--- src/fpa_pkg.sv ---
// fpa_pkg: shared types, constants and command codes of the fixed-point ALU
// no dependencies; used by the interfaces and by every module
`default_nettype none
package fpa_pkg;

   localparam int IO_WIDTH      = 32;
   localparam int DATA_WIDTH    = 32;
   localparam int FRACTION_BITS = 8;

   // divider: one quotient bit per step, DIV_BITS steps per pipeline stage
   localparam int DIV_N       = DATA_WIDTH + FRACTION_BITS;
   localparam int DIV_BITS    = 2;
   localparam int DIV_STAGES  = (DIV_N + DIV_BITS - 1) / DIV_BITS;
   localparam int DIV_IDX_W   = (DIV_STAGES > 1) ? $clog2(DIV_STAGES) : 1;

   typedef enum logic [3:0] {
      CMD_ADD    = 4'd0,
      CMD_SUB    = 4'd1,
      CMD_MUL    = 4'd2,
      CMD_DIV    = 4'd3,
      CMD_GT     = 4'd4,
      CMD_LT     = 4'd5,
      CMD_GE     = 4'd6,
      CMD_LE     = 4'd7,
      CMD_EQ     = 4'd8,
      CMD_NE     = 4'd9,
      CMD_MIN    = 4'd10,
      CMD_MAX    = 4'd11,
      CMD_INC    = 4'd12,
      CMD_DEC    = 4'd13,
      CMD_TO_INT = 4'd14
   } cmd_type;

   typedef struct packed {
      cmd_type                 cmd;
      logic                    neg;
      logic                    dz;
      logic                    cmp;
      logic [DATA_WIDTH-1:0]   res;
      logic [DATA_WIDTH-1:0]   ua;
      logic [DATA_WIDTH-1:0]   ub;
   } pre_type;

   typedef struct packed {
      cmd_type                 cmd;
      logic                    neg;
      logic                    dz;
      logic                    cmp;
      logic [DATA_WIDTH-1:0]   res;
      logic [DATA_WIDTH-1:0]   ub;
      logic [DATA_WIDTH-1:0]   rem;
      logic [DIV_N-1:0]        dq;
   } div_type;

endpackage
`default_nettype wire

--- src/fpa_prep.sv ---
// fpa_prep: first pipeline stage; decodes a request, forms magnitudes and
// the results of all commands except multiply and divide. depends on fpa_pkg
`default_nettype none
module fpa_prep (
   input  wire logic                            clock,
   input  wire logic                            reset,
   input  wire logic                            advance,
   input  wire logic                            in_valid,
   input  wire logic [3:0]                      in_command,
   input  wire logic [fpa_pkg::IO_WIDTH-1:0]    in_a,
   input  wire logic [fpa_pkg::IO_WIDTH-1:0]    in_b,
   output      logic                            out_valid,
   output      fpa_pkg::pre_type                out_data
);
   import fpa_pkg::*;

   logic                          valid_ff;
   pre_type                       data_ff;
   pre_type                       data_in;
   logic signed [DATA_WIDTH-1:0]  a_s;
   logic signed [DATA_WIDTH-1:0]  b_s;
   cmd_type                       cmd;

   always_comb begin
      a_s = signed'(in_a[DATA_WIDTH-1:0]);
      b_s = signed'(in_b[DATA_WIDTH-1:0]);
      cmd = cmd_type'(in_command);
      data_in.cmd = cmd;
      data_in.neg = a_s[DATA_WIDTH-1] ^ b_s[DATA_WIDTH-1];
      data_in.ua  = a_s[DATA_WIDTH-1] ? DATA_WIDTH'(-a_s) : DATA_WIDTH'(a_s);
      data_in.ub  = b_s[DATA_WIDTH-1] ? DATA_WIDTH'(-b_s) : DATA_WIDTH'(b_s);
      data_in.dz  = (cmd == CMD_DIV) && (b_s == '0);
      data_in.cmp = 1'b0;
      data_in.res = '0;
      case (cmd)
         CMD_ADD:    data_in.res = DATA_WIDTH'(a_s + b_s);
         CMD_SUB:    data_in.res = DATA_WIDTH'(a_s - b_s);
         CMD_GT:     data_in.cmp = (a_s > b_s);
         CMD_LT:     data_in.cmp = (a_s < b_s);
         CMD_GE:     data_in.cmp = (a_s >= b_s);
         CMD_LE:     data_in.cmp = (a_s <= b_s);
         CMD_EQ:     data_in.cmp = (a_s == b_s);
         CMD_NE:     data_in.cmp = (a_s != b_s);
         CMD_MIN:    data_in.res = (a_s < b_s) ? a_s : b_s;
         CMD_MAX:    data_in.res = (a_s > b_s) ? a_s : b_s;
         CMD_INC:    data_in.res = DATA_WIDTH'(a_s + 1);
         CMD_DEC:    data_in.res = DATA_WIDTH'(a_s - 1);
         CMD_TO_INT: data_in.res = DATA_WIDTH'(a_s >>> FRACTION_BITS);
         default:    data_in.res = '0;
      endcase
   end

   always_ff @(posedge clock) begin
      if (reset) begin
         valid_ff <= 1'b0;
      end else if (advance) begin
         valid_ff <= in_valid;
      end
   end

   always_ff @(posedge clock) begin
      if (advance) begin
         data_ff <= data_in;
      end
   end

   assign out_valid = valid_ff;
   assign out_data  = data_ff;
endmodule
`default_nettype wire

--- config.mk ---
export PLATFORM = sky130hd
export DESIGN_NAME = fpa_prep
export DESIGN_NICKNAME = d
export VERILOG_FILES = /design/src/fpa_pkg.sv /design/src/fpa_prep.sv
export SDC_FILE = /design/constraint.sdc
export NUM_CORES = 1
export LEC_CHECK = 0
export BUFFER_PORTS_ARGS = -buffer_cell sky130_fd_sc_hd__buf_2
export CAP_MARGIN = 10
export CORE_ASPECT_RATIO = 2
export CORE_MARGIN = 3
export CORE_UTILIZATION = 58
export DETAILED_ROUTE_END_ITERATION = 7
export PLACE_DENSITY_LB_ADDON = 0.15
export SYNTH_ARGS = -nofsm -noshare
export SYNTH_HDL_FRONTEND = slang
export SYNTH_SLANG_ARGS = --single-unit
--- constraint.sdc ---
create_clock -name clock -period 7.5 [get_ports clock]
set_input_delay 1.5 -clock clock [delete_from_list [all_inputs] [get_ports clock]]
set_output_delay 1.5 -clock clock [all_outputs]
set_load 0.02 [all_outputs]
# Yosys cells after proc, flatten, opt, wreduce, memory -nomap -nowiden
# Index checks and enable logic that the tools add are counted.
[classes]
add_sub_neg = 6
magnitude_cmp = 4
n_eq_ne = 15
muxes = 6
n_bitwise = 1
reduce_logical = 3
[op_table]
columns = ["op", "count"]
rows = [
  ["32-bit one-hot mux with 7 select lines", 1],
  ["32-bit two-way mux", 2],
  ["32-bit negation", 2],
  ["31-bit two-way mux", 2],
  ["32-bit by 2-bit adder with 32-bit output (second input constant)", 1],
  ["32-bit adder", 1],
  ["32-bit == test", 1],
  ["32-bit >= comparator", 1],
  ["32-bit greater-than comparator", 1],
  ["32-bit <= comparator", 1],
  ["32-bit zero test", 1],
  ["32-bit less-than comparator", 1],
  ["32-bit != test", 1],
  ["32-bit by 2-bit subtractor with 32-bit output (second input constant)", 1],
  ["32-bit subtractor", 1],
  ["4-bit == test (second input constant)", 7],
  ["4-bit by 3-bit == test with 1-bit output (second input constant)", 4],
  ["1-bit one-hot mux with 6 select lines", 1],
  ["4-bit by 1-bit == test with 1-bit output (second input constant)", 1],
  ["4-bit by 2-bit == test with 1-bit output (second input constant)", 1],
  ["4-bit zero test", 1],
  ["1-bit logical AND", 1],
  ["1-bit bitwise XOR", 1],
]
[totals]
register_bits = 104
in_bits = 72
output_inout_bits = 104

# Logic depth before layout (Yosys ltp)
[logic_depth]
ltp_word = 3
depth_mapped = 20
mapped_depth_nobuf = 20

# Least setup slack after synthesis
# Ideal clock, no wire load.
[synth_timing]
kind = "input port to flip-flop"
startpoint = "in in_b[1] (netlist bit)"
endpoint = "reg data_ff (netlist bit out_data[91]), data pin"
setup_time_ps = 271
arrival_time_ps = 6008
t_required_ps = 7229
path_slack_ps = 1220
cell_stages = 19
n_path_buf = 0
cell_sequence = "inv_1 > ha_1 > nand4_1 > nand2b_1 > or4_1 > or3_1 > or3_1 > or3_1 > xnor2_1 > a21oi_1 > ha_1 > and2_1 > a221o_1 > a221o_1 > a21o_1 > a221o_1 > xor2_1 > a221oi_1 > o211ai_1"
[synth_rtl]
columns = ["item", "line", "rtl"]
rows = [
  ["start, declared", "fpa_prep.sv:11", "input wire logic [fpa_pkg::IO_WIDTH-1:0] in_b,"],
  ["end signal, assigned", "fpa_prep.sv:63", "data_ff <= data_in;"],
  ["end, declared", "fpa_prep.sv:18", "pre_type data_ff;"],
]

==> results.txt <==
* Top cells by area in the synthesized netlist: sky130_fd_sc_hd__edfxtp_1 32%, sky130_fd_sc_hd__xnor2_1 10%, sky130_fd_sc_hd__ha_1 9.0%, sky130_fd_sc_hd__a21oi_1 4.7%, sky130_fd_sc_hd__nand2_1 4.0%
- Final-layout setup total negative slack: 0 ns
- Total number of vias: approximately 9700
- Once the clock tree was built, the resizer swapped 0 gates to a different size.
* Area of placed instances: around 11000 µm²
- Final worst path period share: 0.908
* Vias per std cell: approximately 6.8
- Unrepaired setup endpoints after global routing: false
- STA puts the critical path data required time at approximately 7.6 ns.
* GRT busiest layer: met2
- Die span in x: 96.7 µm
- # diodes: 0
- The first global-routing pass estimated 55700 µm of wire.
- Storage element area: a little over 3000 µm²
- LEAKAGE: roughly 4.5 nW
- The hold violation count in the final report was 0.
- The tool flagged a number of max-cap violations equal to 0.
- Largest fanout on the critical path: 4
- After legalization and detailed placement, the total HPWL measured around 28000 µm.
- Routed wire per std cell: 25.9 µm
* Drt first pass iters: 8
- Most area-hungry cell type in the Yosys netlist: sky130_fd_sc_hd__edfxtp_1
- The count of pins over their slew limit is 0.
- Fill cells in the final layout number 1367.
- Async S/R FF share, synth: 0
* Clock root buffer: sky130_fd_sc_hd__clkbuf_16
- Antenna violations before repair: 0
* Number of routed nets with antenna violations: 0
* Library cell contributing the largest single delay on the critical path: sky130_fd_sc_hd__or4_1
- For this run, the register share of the synthesized area comes to 0.326.
- Buffers added to address setup during post-CTS repair amount to 0.
- DIE AREA: 18100 µm²
* Htree depth: 3
- The share of total power dissipated in combinational logic is 0.389.
- Core footprint: approximately 16000 µm²
- After the last flow step, the layout net total stands at around 1400.
- At the pin with the least slew margin, the transition time is approximately 1.0 ns.
* Net switching component of the power: roughly 0.00075 W
* Vias in the first global route: ~10000
- For this run, global-route usage on met2 was measured as 0.719.
- In this run, CTS created clock tree buffers numbering 9.
- Utilization after layout: 0.686
- Arrival @ worst endpoint: around 7 ns
- Measured against its own limit, the worst slew margin works out to 0.326.
- The clock period could shrink to around 6.8 ns.
- Share of the synthesized area in the top cell type: 0.324
* Post-synth EDFFs: just over 100
* Number of top-level pins: 176
- The Yosys step of the flow raised 0 warnings.
- The synthesized design contains about 100 register bits.
- Post-synth net total: between 1000 and 1500
* Yosys cell types: 71
* # clock sinks: 104
* Pwr/cell area: 181 nW/µm²
- The die is roughly 190 µm tall.
- Of the total power, the clock network draws 0.238.
* Internal power consumption: approximately 0.0012 W
* Top-count cell post-synth: sky130_fd_sc_hd__xnor2_1
- Critical path type: primary input to register
- Pin count of the biggest net entering global routing: between 70 and 80
- Total congestion overflow: 0
- Across every metal layer, demand over resource in global routing totals 0.403.
- After synthesis the cells add up to approximately 9500 µm².
* Area of combinational cells with multiple inputs: approximately 6100 µm²
- Gpl congestion: ~1.1
- Relative to the synthesized area, the layout overhead comes to 14.5%.
* Standard-cell rows: 65
- Count of input and output buffers: around 180
- The largest single stage delay on the critical path is ~0.54 ns.
- The clock reaches the later pin of the worst-skew pair after 0.36 ns.
- Achievable clock frequency: 0.147 GHz
* Outcome: finished, final reports clean
- Most common flop cell mapped by yosys: sky130_fd_sc_hd__edfxtp_1
- CP endpoint kind: register
- Once layout is done, the placed cells without fillers occupy approximately 11000 µm².
* Fraction of final layout cells with drive strength greater than 1: 0.198
- The final layout contains routed wiring with a total length of roughly 37000 µm.
- A synthesized cell averages about 9.0 µm².
* GR met1 Demand/Resource: 0.378
* Switching Fraction: 0.380
* Worst clock skew on the final layout: 0 ns
- M3 GR Usage: 0.0735
- Critical path's top delay family: simple AND/OR/NAND/NOR gates
- In the routed design, unresolved DRC markers number 0.
- CTS tree: yes
* Final number of setup-violating endpoints: 0
- Buffers inserted to repair hold after CTS numbered 0.
* CP cell instances: buf_2, inv_1, ha_1, nand4_1, nand2b_1, or4_1, or3_1, or3_1, or3_1, xnor2_1, a21oi_1, ha_1, and2_1, a221o_1, a221o_1, a21o_1, a221o_1, xor2_1, a221oi_1, o211ai_1
* Post-Syn Instances: around 1100
* Max Root-Sink Buffers: 2
* Overall power: 0.00198 W
- Effective utilization at floorplan: 0.599
* Worst min-delay path category: register to register
- After clock tree synthesis, the clock-pin slew on the worst setup and hold paths is roughly 0.08 ns.
* Sequential cell fraction of total power: 0.372
- The critical path contains buffers and inverters numbering 2 combined.
* First-iteration detailed-routing DRC count: slightly above 700
- Top cells by instance count after synthesis: 109 x sky130_fd_sc_hd__xnor2_1, 103 x sky130_fd_sc_hd__edfxtp_1, 102 x sky130_fd_sc_hd__nand2_1
* Kind of launch point of the worst setup path: primary input
* Smallest hold slack: 0.502 ns
- VDD sags by at most ~0.11 mV.
[layout by cell type, fill, tap and decap left out, drive strengths merged, types with 20 or more instances in the layout]
| master | n |
|---|---|
| xnor2 | 109 |
| ha | 69 |
| xor2 | 26 |
| inv | 51 |
| nand2b | 20 |
| a21oi | 90 |
| buf | 193 |
| a21o | 32 |
| o21ai | 66 |
| nand2 | 102 |
| nor2 | 61 |
| edfxtp | 103 |
[registers in the layout, indices dropped and copies added (netlist names)]
| register | count |
|---|---|
| out_valid | 1 |
| out_data | 103 |
[cell families after synthesis]
logic type | synth area share
compound gates | 0.242
simple gates | 0.167
xor+xnor | 0.124
flops | 0.326
buf+inv | 0.0378
fa+ha+maj | 0.0947
mux | 0.00865
[per-layer routing]
| metal | routed length, µm | vias to the layer above |
|---|---|---|
| met4 | 4270 | 0 |
| met2 | 18900 | 599 |
| li1 | - | 4317 |
| met3 | 2770 | 227 |
| met5 | 0 | - |
| met1 | 11000 | 4521 |
[path summary, 6_finish.rpt]
kind,startpoint,cells after the start,end,slack [ns]
min,out_valid,2,out_valid,0.50
max,in_b[1],20,out_data[91],0.69
max reg2reg,out_valid,2,out_valid,6.92
min reg2reg,out_valid,2,out_valid,0.50
[area by class of cell]
| cell class | instances | area share |
|---|---|---|
| clock buffer | 9 | 0.0206 |
| timing repair buffer | 193 | 0.0927 |
| sequential | 104 | 0.285 |
| multi-input combinational | 864 | 0.557 |
| inverter | 48 | 0.0165 |
| tap | 201 | 0.0230 |
| clock inverter | 7 | 0.00561 |
[power groups by stage]
stage	clock network, W	logic, W	registers, W
2_1_floorplan	0	0.000407	0.000828
3_3_place_gp	0	0.000745	0.000747
3_5_place_dp	0	0.000749	0.000748
4_1_cts	0.000474	0.000752	0.000736
5_1_grt	0.000494	0.000822	0.000742
6_report	0.000471	0.000769	0.000736
[through the flow]
step	instances	worst slack (ns)
detailed placement	1410	0.488
finish	1426	0.693
global placement	1410	0.571
floorplan	1064	1.22
global route	1426	0.521
CTS	1426	0.816
[worst register-to-register path, cell delays in order (launching register included)]
cell,delay [ns]
sky130_fd_sc_hd__dfxtp_1,0.31
sky130_fd_sc_hd__mux2i_1,0.12
sky130_fd_sc_hd__nor2_1,0.05
Note: power is estimated with default switching activity, not from simulation.
