$ cat src/fpa_pkg.sv
// fpa_pkg: shared types, constants and command codes of the fixed-point ALU
// no dependencies; used by the interfaces and by every module
`default_nettype none
package fpa_pkg;

   localparam int IO_WIDTH      = 32;
   localparam int DATA_WIDTH    = 32;
   localparam int FRACTION_BITS = 8;

   // divider: one quotient bit per step, DIV_BITS steps per pipeline stage
   localparam int DIV_N       = DATA_WIDTH + FRACTION_BITS;
   localparam int DIV_BITS    = 2;
   localparam int DIV_STAGES  = (DIV_N + DIV_BITS - 1) / DIV_BITS;
   localparam int DIV_IDX_W   = (DIV_STAGES > 1) ? $clog2(DIV_STAGES) : 1;

   typedef enum logic [3:0] {
      CMD_ADD    = 4'd0,
      CMD_SUB    = 4'd1,
      CMD_MUL    = 4'd2,
      CMD_DIV    = 4'd3,
      CMD_GT     = 4'd4,
      CMD_LT     = 4'd5,
      CMD_GE     = 4'd6,
      CMD_LE     = 4'd7,
      CMD_EQ     = 4'd8,
      CMD_NE     = 4'd9,
      CMD_MIN    = 4'd10,
      CMD_MAX    = 4'd11,
      CMD_INC    = 4'd12,
      CMD_DEC    = 4'd13,
      CMD_TO_INT = 4'd14
   } cmd_type;

   typedef struct packed {
      cmd_type                 cmd;
      logic                    neg;
      logic                    dz;
      logic                    cmp;
      logic [DATA_WIDTH-1:0]   res;
      logic [DATA_WIDTH-1:0]   ua;
      logic [DATA_WIDTH-1:0]   ub;
   } pre_type;

   typedef struct packed {
      cmd_type                 cmd;
      logic                    neg;
      logic                    dz;
      logic                    cmp;
      logic [DATA_WIDTH-1:0]   res;
      logic [DATA_WIDTH-1:0]   ub;
      logic [DATA_WIDTH-1:0]   rem;
      logic [DIV_N-1:0]        dq;
   } div_type;

endpackage
`default_nettype wire

$ cat src/fpa_div_stage.sv
// fpa_div_stage: one stage of the restoring divider, up to DIV_BITS quotient bits per stage
// depends on fpa_pkg
`default_nettype none
module fpa_div_stage (
   input  wire logic                             clock,
   input  wire logic                             reset,
   input  wire logic                             advance,
   input  wire logic [fpa_pkg::DIV_IDX_W-1:0]    stage_index,
   input  wire logic                             in_valid,
   input  wire fpa_pkg::div_type                 in_data,
   output      logic                             out_valid,
   output      fpa_pkg::div_type                 out_data
);
   import fpa_pkg::*;

   logic                    valid_ff;
   div_type                 data_ff;
   div_type                 data_in;
   logic [DATA_WIDTH:0]     trial;
   logic [DATA_WIDTH-1:0]   rem;
   logic [DIV_N-1:0]        dq;

   always_comb begin
      rem   = in_data.rem;
      dq    = in_data.dq;
      trial = '0;
      for (int j = 0; j < DIV_BITS; j++) begin
         if (int'(stage_index) * DIV_BITS + j < DIV_N) begin
            trial = {rem, dq[DIV_N-1]};
            dq    = {dq[DIV_N-2:0], 1'b0};
            if (trial >= {1'b0, in_data.ub}) begin
               trial = trial - {1'b0, in_data.ub};
               dq[0] = 1'b1;
            end
            rem = trial[DATA_WIDTH-1:0];
         end
      end
      data_in     = in_data;
      data_in.rem = rem;
      data_in.dq  = dq;
   end

   always_ff @(posedge clock) begin
      if (reset) begin
         valid_ff <= 1'b0;
      end else if (advance) begin
         valid_ff <= in_valid;
      end
   end

   always_ff @(posedge clock) begin
      if (advance) begin
         data_ff <= data_in;
      end
   end

   assign out_valid = valid_ff;
   assign out_data  = data_ff;
endmodule
`default_nettype wire

$ cat config.mk
export PLATFORM = sky130hd
export DESIGN_NAME = fpa_div_stage
export DESIGN_NICKNAME = d
export VERILOG_FILES = /design/src/fpa_pkg.sv /design/src/fpa_div_stage.sv
export SDC_FILE = /design/constraint.sdc
export NUM_CORES = 1
export LEC_CHECK = 0
export BUFFER_PORTS_ARGS = -buffer_cell sky130_fd_sc_hd__buf_2
export CAP_MARGIN = 20
export CORE_MARGIN = 1
export CORE_UTILIZATION = 52
export DETAILED_ROUTE_END_ITERATION = 8
export GPL_TIMING_DRIVEN = 0
export PLACE_DENSITY = 0.83
export RECOVER_POWER = 50
export SKIP_LAST_GASP = 1
export SYNTH_ARGS = -nofsm -noshare
export SYNTH_HDL_FRONTEND = slang
export SYNTH_SLANG_ARGS = --single-unit
$ cat constraint.sdc
create_clock -name clock -period 7.5 [get_ports clock]
set_clock_uncertainty 0.1 [all_clocks]
set_input_delay 0.375 -clock clock [delete_from_list [all_inputs] [get_ports clock]]
set_output_delay 0.375 -clock clock [all_outputs]
set_load 0.01 [all_outputs]
# Word level (Yosys, flattened, before mapping)
# Cells that the tools add are included.
word_totals:
  regBits: 144
  output_inout_bits: 144
  word_cells: 24
op_classes:
  n_addsub: 3
  n_lt_le_gt_ge: 4
  n_mux: 8
ops:
  columns: ["cell", "n"]
  rows:
  - ["$mux W32", 4]
  - ["$mux W40", 2]
  - ["$ge A33 B32 Y1", 2]
  - ["$sub A32 B32 Y32", 2]
  - ["$add A6 B1 Y7 const B", 1]
  - ["$lt A7 B6 Y1 const B", 1]
  - ["$lt A6 B6 Y1 const B", 1]
  - ["$mux W1", 2]

# Depth between registers and ports, before layout
# Gate-level depths: netlist of run 1.
depth:
  ltp_word: 6
  mapped_depth: 27
  ltp_nobuf: 25

# Worst setup path before layout of run 1
# No wires, ideal clock.
synth_path:
  kind: "input -> register"
  start: "in in_data[92] in the netlist's numbering"
  end: "reg data_ff (netlist bit out_data[57]), data pin"
  setup_ps: 273
  t_arrival_ps: 5253
  required_time_ps: 7127
  path_slack_ps: 1874
  cell_stages: 24
  path_cell_list: "inv_1 ha_1 a21oi_2 o21ai_1 a311o_1 a221o_1 a2111oi_2 o21a_1 buf_4 clkbuf_1 o21ai_0 nor2_1 nor2_1 ha_1 a21oi_1 o21ai_0 a311o_1 a211o_1 a211oi_2 o31ai_1 nor2_1 o21ai_4 a2111oi_0 a211oi_1"
synth_between:
  elab_chain_cells: 6
  elab_cells_between_ends: 8
synth_lines:
  columns: ["item", "line", "source"]
  rows:
  - ["start, declared", "fpa_div_stage.sv:10", "input wire fpa_pkg::div_type in_data,"]
  - ["$ge A33 B32 Y1 or $sub A32 B32 Y32 (tied branches)", "fpa_div_stage.sv:31, fpa_div_stage.sv:32", null]
  - ["$mux W32", "fpa_div_stage.sv:31", "if (trial >= {1'b0, in_data.ub}) begin"]
  - ["$mux W32", "fpa_div_stage.sv:28", "if (int'(stage_index) * DIV_BITS + j < DIV_N) begin"]
  - ["$sub A32 B32 Y32 or $ge A33 B32 Y1 (tied branches)", "fpa_div_stage.sv:32, fpa_div_stage.sv:31", null]
  - ["$mux W32", "fpa_div_stage.sv:31", null]
  - ["$mux W32 (*)", "fpa_div_stage.sv:28", null]
  - ["via rem[17]", "fpa_div_stage.sv:20", "logic [DATA_WIDTH-1:0] rem;"]
  - ["end signal, assigned", "fpa_div_stage.sv:53", "data_ff <= data_in;"]
  - ["end, declared", "fpa_div_stage.sv:17", "div_type data_ff;"]
# The timed path passes the listed nets; every way through them passes the cells marked *.
# A chain may end at the register's enable or synchronous reset.

# Worst setup path after layout of run 1
layout_path:
  start: "in in_data[90] in the netlist's numbering"
  end: "reg data_ff (netlist bit out_data[60]), data pin"
layout_between:
  elab_chain_cells: 6
  elab_cells_between_ends: 8
layout_lines:
  columns: ["item", "line"]
  rows:
  - ["$sub A32 B32 Y32 or $ge A33 B32 Y1 (tied branches)", "fpa_div_stage.sv:32, fpa_div_stage.sv:31"]
  - ["$mux W32", "fpa_div_stage.sv:31"]
  - ["$mux W32", "fpa_div_stage.sv:28"]
  - ["$sub A32 B32 Y32 or $ge A33 B32 Y1 (tied branches)", "fpa_div_stage.sv:32, fpa_div_stage.sv:31"]
  - ["$mux W32", "fpa_div_stage.sv:31"]
  - ["$mux W32 (*)", "fpa_div_stage.sv:28"]
  - ["via rem[20]", "fpa_div_stage.sv:20"]
# Marks and branches as above.

==> results.yml, run 1 <==
run_status:
  status: "complete, but fails checks"
  failed_checks: "capacitance limit, slew limit"
setup_path:
  startpoint: "in_data[90]"
  start_kind: "input port"
  crit_fanout: 10
  r2r_end: "out_valid$_SDFFE_PP0P_"
  critical_path.top_delay_family: "compound AO/OA/AOI/OAI gates"
  cp_num_buf_inv: 5
  ff2ff_path_depth: 2
  cp_common_cell: "nor2_1"
  cp-end-kind: "flop"
  r2r_slack_ns: 6.66
  path_class: "in2reg"
  crit_slowest_cell: "o31ai_1"
  arrival_ns: 6.91
  worstReg2RegStart: "out_valid$_SDFFE_PP0P_"
  worst_ep_required_time_ns: 7.54
  slowest_delay_ns: 0.51
worst_hold_path:
  hold_depth: 1
  hp-start: "in_data[134]"
  hold_path_end: "out_data[134]$_DFFE_PP_"
  hp-class: "in2reg"
clock_tree:
  htreeDepth: 4
  clock-sinks: 144
  clk_path_buf_depth: 2
  clk_latency_ns: 0.43
  cts.repair.resized: 0
  clockRootBuffer: "clkbuf_16"
  numCtsBuffers: 17
  clk_pin_slew_ns: 0.07
  cts_tree: "yes"
route:
  first_iter_violations: 811
  dr.pass1.iters: 7
  wl_per_cell_microns: 18.9
  via_per_inst: 5.81
  ant_nets: 0
  drcViolationCount: 0
  dr_total_vias: 8899
  wl_mm: 28.9
yosys:
  synth_common_cells: "nand2_1, edfxtp_1, a21oi_1"
  synth_cell_types: 72
  netlist_area_sq_um: 9490
  netlist_top_cells_area: "edfxtp_1, ha_1, nand2_1"
  avgSynthCellArea_sq_um: 9.73
  yosys.cell_count.top_type: "nand2_1"
  ys_seq_elements: 144
  synthArstFlopShare_pct: 0
  synth_edf_count: 143
  synthFlopType: "edfxtp_1"
  syn-num-nets: 1194
  yosys.area.top_type: "edfxtp_1"
  seq_area_frac_synth_pct: 45.4
  yosysWarnings: 0
  synthCells: 976
  synth_top_area_share_pct: 45.2
power_and_ir_drop:
  power.leakage_uw: 0.00527
  power_uw: 2840
  power-per-cell-area_nw_per_um2: 241
  vdd_drop_max_mv: 0.168
global_route:
  first_global_vias: 8168
  overflow: 0
  grt_max_degree: 109
  grt_usage_pct: 29.9
  antenna_found_initial: 0
  grt_pass1_wl_mm: 42.1
sta:
  final.period_utilization_pct: 91.6
  rsz0062_at_grt: "no"
  fmax_mhz: 146
  fin_ws_ns: 0.632
  hold_viol: 0
  min_period_ns: 6.87
  relSlewSlack_pct: -279
  drv_slew: 147
  worstMarginPinSlew_ns: 5.69
  setup_tns_ns: 0
  finalSetupViolCount: 0
place:
  dpl_cell_area_sq_um: 11300
  place.gp.congestion: 0.964
  portBuffers: 293
  dp_hpwl_mm: 22.3
  post-place-ws_ns: 0.374
floorplanning:
  core_area_sq_um: 17900
  start_util_pct: 53.0
  fp.dieW_microns: 137
  rows: 49
  fp.dieH_microns: 137
  die_area_sq_um: 18800
  pin_count: 296
cells_and_area:
  finish.instance_area_sq_um: 11800
  fillers: 1485
  layout.nets: 1508
  area_delta_synth_final_pct: 24.5
  drive_above_1_share_pct: 26.6
  antenna_cells: 0
flow_run:
  max_cap_viol_count: 2
-- what timing repair did --
action	4_1_cts	5_1_grt
endpoints found under the hold margin	0	1
hold buffers	0	1
buffers inserted	0	0
-- registers in the layout, summed over array words and instances, names as in the netlist --
name and count:
out_valid 1, out_data 143
-- placed cells by master (no fill, tap or decap), types with 5 or more instances in the layout --
cell       Yosys  layout
a211oi_1       7       7
and2_1         5       5
clkbuf_16      0      17
nand2_1      165     165
xnor2_1       43      43
mux2i_1       22      22
o21ai_0       38      38
o31ai_1        6       6
ha_1          64      64
clkbuf_1      26      42
nand4_1        9       9
inv_1         52      52
nor3_1         5       5
and3_1         6       6
nor2_1        79      79
xor2_1        13      13
o21bai_1      10      10
nand2b_1      19      19
a31oi_1       25      25
o21a_1        13      13
nand3_1       18      18
a21o_1        17      17
a21oi_1       93      93
edfxtp_1     143     143
buf_2          5     284
o211ai_1       8       8
a211o_1        6       6
-- where the power goes --
part / internal, uW / switching [uW] / leakage (uW)
logic: 398 / 583 / 0.00359
clock network: 443 / 391 / 0.000279
registers: 1010 / 22.1 / 0.00141
-- per-stage QoR --
stage               hold WS [ns]  utilization (%)  instances
finish                    0.0169             66.0       1532
global route             0.00215             66.0       1532
CTS                      0.00199             66.2       1531
detailed placement         0.418             63.0       1499
global placement           0.369             62.8       1498
floorplan                  0.347                -        976
-- cells by family (layout without fill, tap and decap cells) --
family / Yosys count / in the layout / synth area share, %
multiplexers: 26 / 26 / 2.79
AO/OA/AOI/OAI: 268 / 268 / 18.7
adder cells (fa/ha/maj): 66 / 66 / 8.86
flip-flops: 144 / 144 / 45.4
AND/OR/NAND/NOR: 326 / 326 / 15.1
buffers and inverters: 90 / 417 / 3.94
XOR/XNOR: 56 / 56 / 5.17
-- layer usage --
metal / share of wire (%) / GRT usage, %
met1: 39 / 36.7
met2: 48 / 50.5
met3: 8.5 / 5.74
met4: 3.9 / 14.2
met5: 0 / 0
-- worst max-delay path by stage --
stage,end,slack (ns),depth (start not counted)
after CTS,out_data[57]$_DFFE_PP_,0.77,26
after global placement,out_data[57]$_DFFE_PP_,0.45,26
after detailed placement,out_data[57]$_DFFE_PP_,0.37,26
after floorplan,out_data[57]$_DFFE_PP_,1.87,24
final,out_data[60]$_DFFE_PP_,0.63,25
after global routing,out_data[57]$_DFFE_PP_,0.35,27
-- worst reg2reg max path, cell delays in order (launching register included) --
cell	delay (ns)
dfxtp_1	0.34
mux2i_1	0.07
nor2_1	0.25
-- layout make-up --
| type | count | area (sq um) | share of cell area, % |
|---|---|---|---|
| sequential | 144 | 4310 | 36.5 |
| multi-input combinational | 742 | 4810 | 40.7 |
| tap | 229 | 287 | 2.42 |
| clock buffer | 18 | 429 | 3.63 |
| buffer | 38 | 179 | 1.51 |
| timing repair buffer | 295 | 1460 | 12.4 |
| clock inverter | 14 | 146 | 1.24 |
| inverter | 52 | 195 | 1.65 |
Power figures use the tool's default switching activity.
==> inputs of run 2 (changes only) <==
--- a/config.mk
+++ b/config.mk
@@ -5,7 +5,7 @@
 export SDC_FILE = /design/constraint.sdc
 export NUM_CORES = 1
 export LEC_CHECK = 0
-export BUFFER_PORTS_ARGS = -buffer_cell sky130_fd_sc_hd__buf_2
+export BUFFER_PORTS_ARGS = -buffer_cell sky130_fd_sc_hd__buf_4
 export CAP_MARGIN = 20
 export CORE_MARGIN = 1
 export CORE_UTILIZATION = 52
==> results.yml, run 2 (synthesized netlist as in run 1, its figures left out) <==
run_status:
  status: "complete, but fails checks"
  failed_checks: "capacitance limit, slew limit"
power_and_ir_drop:
  power.leakage_uw: 0.00551
  power-per-cell-area_nw_per_um2: 232
  vdd_drop_max_mv: 0.172
  power_uw: 2910
floorplanning:
  fp.dieH_microns: 137
  start_util_pct: 53.0
  pin_count: 296
  rows: 49
  fp.dieW_microns: 137
  core_area_sq_um: 17900
  die_area_sq_um: 18800
global_route:
  grt.met2_usage_pct: 52.0
  globalRoute.busiestLayer: "met2"
  overflow: 0
  grt_max_degree: 95
  grt_pass1_wl_mm: 42.6
  antenna_found_initial: 2
  gr-usage-met3_pct: 6.30
  grt_usage_pct: 30.5
  first_global_vias: 8214
  grtUsageMet1_pct: 37.1
clock_tree:
  clk_pin_slew_ns: 0.07
  clk_latency_ns: 0.43
  clk_path_buf_depth: 2
  cts_tree: "yes"
  numCtsBuffers: 17
  cts.repair.resized: 0
  clockRootBuffer: "clkbuf_16"
  clock-sinks: 144
  htreeDepth: 4
sta:
  drv_slew: 147
  rsz0062_at_grt: "no"
  final.period_utilization_pct: 92.5
  hold_viol: 0
  fin_ws_ns: 0.559
  setup_tns_ns: 0
  finalSetupViolCount: 0
  min_period_ns: 6.94
  relSlewSlack_pct: -234
  worstMarginPinSlew_ns: 5.00
  fmax_mhz: 144
cells_and_area:
  largest_reg_flops: 143
  final_common_cell: "buf_4"
  area_delta_synth_final_pct: 32.1
  mostFrequentLayoutCells: "buf_4, nand2_1, edfxtp_1"
  fillers: 1421
  finish.instance_area_sq_um: 12500
  drive_above_1_share_pct: 26.9
  ff_latch_area_sq_um: 4310
  layout.nets: 1508
  multi_input_area_sq_um: 4810
  post-route-util_pct: 70.0
route:
  dr.pass1.iters: 6
  drcViolationCount: 0
  wl_mm: 29.3
  ant_nets: 0
  wl_per_cell_microns: 19.1
  via_per_inst: 5.82
  first_iter_violations: 986
  dr_total_vias: 8921
flow_run:
  max_cap_viol_count: 2
place:
  portBuffers: 293
  place.gp.congestion: 0.940
  post-place-ws_ns: 0.434
  dp_hpwl_mm: 22.6
  dpl_cell_area_sq_um: 12000
setup_path:
  path_class: "in2reg"
  startpoint: "in_data[76]"
  worstReg2RegStart: "out_valid$_SDFFE_PP0P_"
  worst_ep_required_time_ns: 7.55
  cp-end-kind: "flop"
  start_kind: "input port"
  arrival_ns: 6.99
  crit_fanout: 10
worst_hold_path:
  hp-class: "in2reg"
  hp-start: "in_data[111]"
## run 2: worst paths after layout
check	end	slack, ns	depth (start not counted)
setup / recovery	out_data[60]$_DFFE_PP_	0.56	25
hold reg to reg	out_valid$_SDFFE_PP0P_	0.45	2
hold / removal	out_data[111]$_DFFE_PP_	0.04	1
setup reg to reg	out_valid$_SDFFE_PP0P_	6.67	2
## run 2: what timing repair did
action	4_1_cts	5_1_grt
hold buffers	1	0
hold endpoints to repair	1	0
setup buffers	0	0
## run 2: per-stage QoR
| stage | hold slack [ns] | instances |
|---|---|---|
| 6_report | 0.0397 | 1534 |
| 5_1_grt | 0.0308 | 1534 |
| 4_1_cts | 0.00586 | 1532 |
| 3_5_place_dp | 0.417 | 1499 |
| 3_3_place_gp | 0.377 | 1498 |
| 2_1_floorplan | 0.347 | 976 |
## run 2: per-layer routing
layer / vias up / part of all wire, %
li1: 4207 / -
met4: 0 / 3.5
met2: 458 / 49
met5: - / 0
met3: 62 / 9.1
met1: 4194 / 38
## run 2: cell type report
| class | instances | share of cell area (%) |
|---|---|---|
| tap | 229 | 2.29 |
| buffer | 38 | 1.43 |
| antenna | 2 | 0.0399 |
| inverter | 52 | 1.56 |
| clock inverter | 14 | 1.15 |
| multi-input combinational | 742 | 38.3 |
| clock buffer | 18 | 3.42 |
| timing repair buffer | 295 | 17.4 |
| sequential | 144 | 34.4 |
## run 2: critical path, cell delays in order
cell	delay [ns]
clkbuf_4	0.11
inv_1	0.06
ha_1	0.36
a21oi_1	0.24
nand2_1	0.11
o21ai_0	0.53
o21ai_0	0.21
a21oi_1	0.47
o21a_1	0.21
buf_4	0.21
clkbuf_1	0.53
o21ai_0	0.26
nor2_1	0.13
nor2_1	0.05
ha_1	0.37
a21oi_1	0.17
o21ai_0	0.12
a311o_1	0.33
a211o_1	0.31
a211oi_2	0.44
o31ai_1	0.18
nor2_1	0.30
o21ai_4	0.18
buf_4	0.22
o31ai_1	0.50
## run 2: power by group
part	switching (uW)	internal, uW
clock	369	467
combinational	577	463
sequential	26.5	1010
==> inputs of run 3 (changes only) <==
--- a/config.mk
+++ b/config.mk
@@ -8,10 +8,10 @@
 export BUFFER_PORTS_ARGS = -buffer_cell sky130_fd_sc_hd__buf_4
 export CAP_MARGIN = 20
 export CORE_MARGIN = 1
-export CORE_UTILIZATION = 52
+export CORE_UTILIZATION = 57
 export DETAILED_ROUTE_END_ITERATION = 8
 export GPL_TIMING_DRIVEN = 0
-export PLACE_DENSITY = 0.83
+export PLACE_DENSITY = 0.9
 export RECOVER_POWER = 50
 export SKIP_LAST_GASP = 1
 export SYNTH_ARGS = -nofsm -noshare
==> constraint.sdc (replaced) <==
create_clock -name clock -period 8.4 [get_ports clock]
set_clock_uncertainty 0.1 [all_clocks]
set_input_delay 0.42 -clock clock [delete_from_list [all_inputs] [get_ports clock]]
set_output_delay 0.42 -clock clock [all_outputs]
set_load 0.01 [all_outputs]
==> results.yml, run 3 (synthesized netlist as in run 1, its figures left out) <==
run_status:
  status: "complete, but fails checks"
  failed_checks: "capacitance limit, slew limit"
cells_and_area:
  mostFrequentLayoutCells: "buf_4, nand2_1, edfxtp_1"
  area_delta_synth_final_pct: 32.1
  drive_above_1_share_pct: 27.0
  final_common_cell: "buf_4"
  largest_reg_flops: 143
  layout.nets: 1507
clock_tree:
  htreeDepth: 4
  numCtsBuffers: 17
  clk_latency_ns: 0.43
  clock-sinks: 144
  clockRootBuffer: "clkbuf_16"
  cts_setup_buffers: 0
  cts.repair.resized: 0
  ctsHoldBuffers: 0
  clk_pin_slew_ns: 0.07
  cts_tree: "yes"
  clk_path_buf_depth: 2
route:
  via_per_inst: 5.96
  wl_per_cell_microns: 20.3
  drcViolationCount: 0
  dr.pass1.iters: 6
  first_iter_violations: 1103
  wl_mm: 30.9
  dr_total_vias: 9050
  ant_nets: 0
floorplanning:
  fp.dieH_microns: 131
  fp.dieW_microns: 131
  start_util_pct: 59.1
  rows: 46
  core_area_sq_um: 16100
  pin_count: 296
  die_area_sq_um: 17200
global_route:
  grt_pass1_wl_mm: 45.6
  grt_usage_pct: 35.9
  first_global_vias: 8549
  antenna_found_initial: 1
  overflow: 0
  grt_max_degree: 100
sta:
  rsz0062_at_grt: "no"
  drv_slew: 147
  relSlewSlack_pct: -248
  setup_tns_ns: 0
  hold_viol: 0
  finalSetupViolCount: 0
  min_period_ns: 7.09
  fmax_mhz: 141
  worstMarginPinSlew_ns: 5.22
  final.period_utilization_pct: 84.4
  hold_ws_ns: 0.0334
setup_path:
  crit_slowest_cell: "clkbuf_1"
  crit_fanout: 10
  start_kind: "input port"
  cp_common_cell: "o21ai_0"
  path_class: "in2reg"
  cp-end-kind: "flop"
  arrival_ns: 7.14
  slowest_delay_ns: 0.53
  worst_ep_required_time_ns: 8.46
worst_hold_path:
  hp-class: "in2reg"
flow_run:
  max_cap_viol_count: 2
power_and_ir_drop:
  power.leakage_uw: 0.00553
  power-per-cell-area_nw_per_um2: 212
  power_uw: 2650
  vdd_drop_max_mv: 0.132
place:
  dp_hpwl_mm: 23.0
  place.gp.congestion: 0.987
  portBuffers: 293
## run 3: cell count changes in the layout (fill, tap and decap cells not counted)
cell,change
bufinv_16,+1
clkinv_4,+2
clkbuf_8,+1
clkbuf_4,-1
dlygate4sd3_1,-1
clkinvlp_4,-2
diode_2,-1
inv_6,-1
## run 3: power breakdown
group          internal (uW)  leakage [uW]  switching, uW
Combinational            413       0.00383            528
Clock                    455      0.000292            331
Sequential               899       0.00141           25.9
## run 3: worst paths after layout
kind | slack [ns] | to | from | cells past startpoint
hold / removal | 0.03 | out_valid$_SDFFE_PP0P_ | reset | 2
hold reg to reg | 0.41 | out_valid$_SDFFE_PP0P_ | out_valid$_SDFFE_PP0P_ | 2
setup / recovery | 1.31 | out_data[60]$_DFFE_PP_ | in_data[74] | 25
setup reg to reg | 7.61 | out_valid$_SDFFE_PP0P_ | out_valid$_SDFFE_PP0P_ | 2
## run 3: cell type report
class | count | area [sq um]
sequential | 144 | 4310
multi-input combinational | 742 | 4810
fill | 1088 | 3520
clock inverter | 14 | 168
buffer | 38 | 179
inverter | 52 | 195
tap | 216 | 270
clock buffer | 18 | 439
timing repair buffer | 294 | 2170
antenna | 1 | 2.50
## run 3: worst max-delay path: cells and delay by family
family,cells,cell delay [ns]
AOI/OAI and AO/OA,15,4.23
and+or+nand+nor,3,0.55
adders and majority gates,2,0.71
buffers and inverters,5,1.19
## run 3: metrics by stage
step	utilization (%)	area, sq um	setup WS [ns]	cells
floorplan	-	9490	2.73	976
global placement	74.5	12000	1.38	1485
detailed placement	74.7	12000	1.33	1486
CTS	78.5	12600	1.71	1518
global route	78.1	12500	1.10	1519
finish	78.1	12500	1.31	1519
## run 3: metal layers
metal  wire length (microns)  GRT usage (%)  vias up  part of all wire (%)
li1                        -              -     4200                     -
met1                   11500           44.0     4181                    37
met2                   14700           57.5      559                    47
met3                    3230           9.62      110                    10
met4                    1480           20.5        0                   4.8
met5                       0              0        -                     0
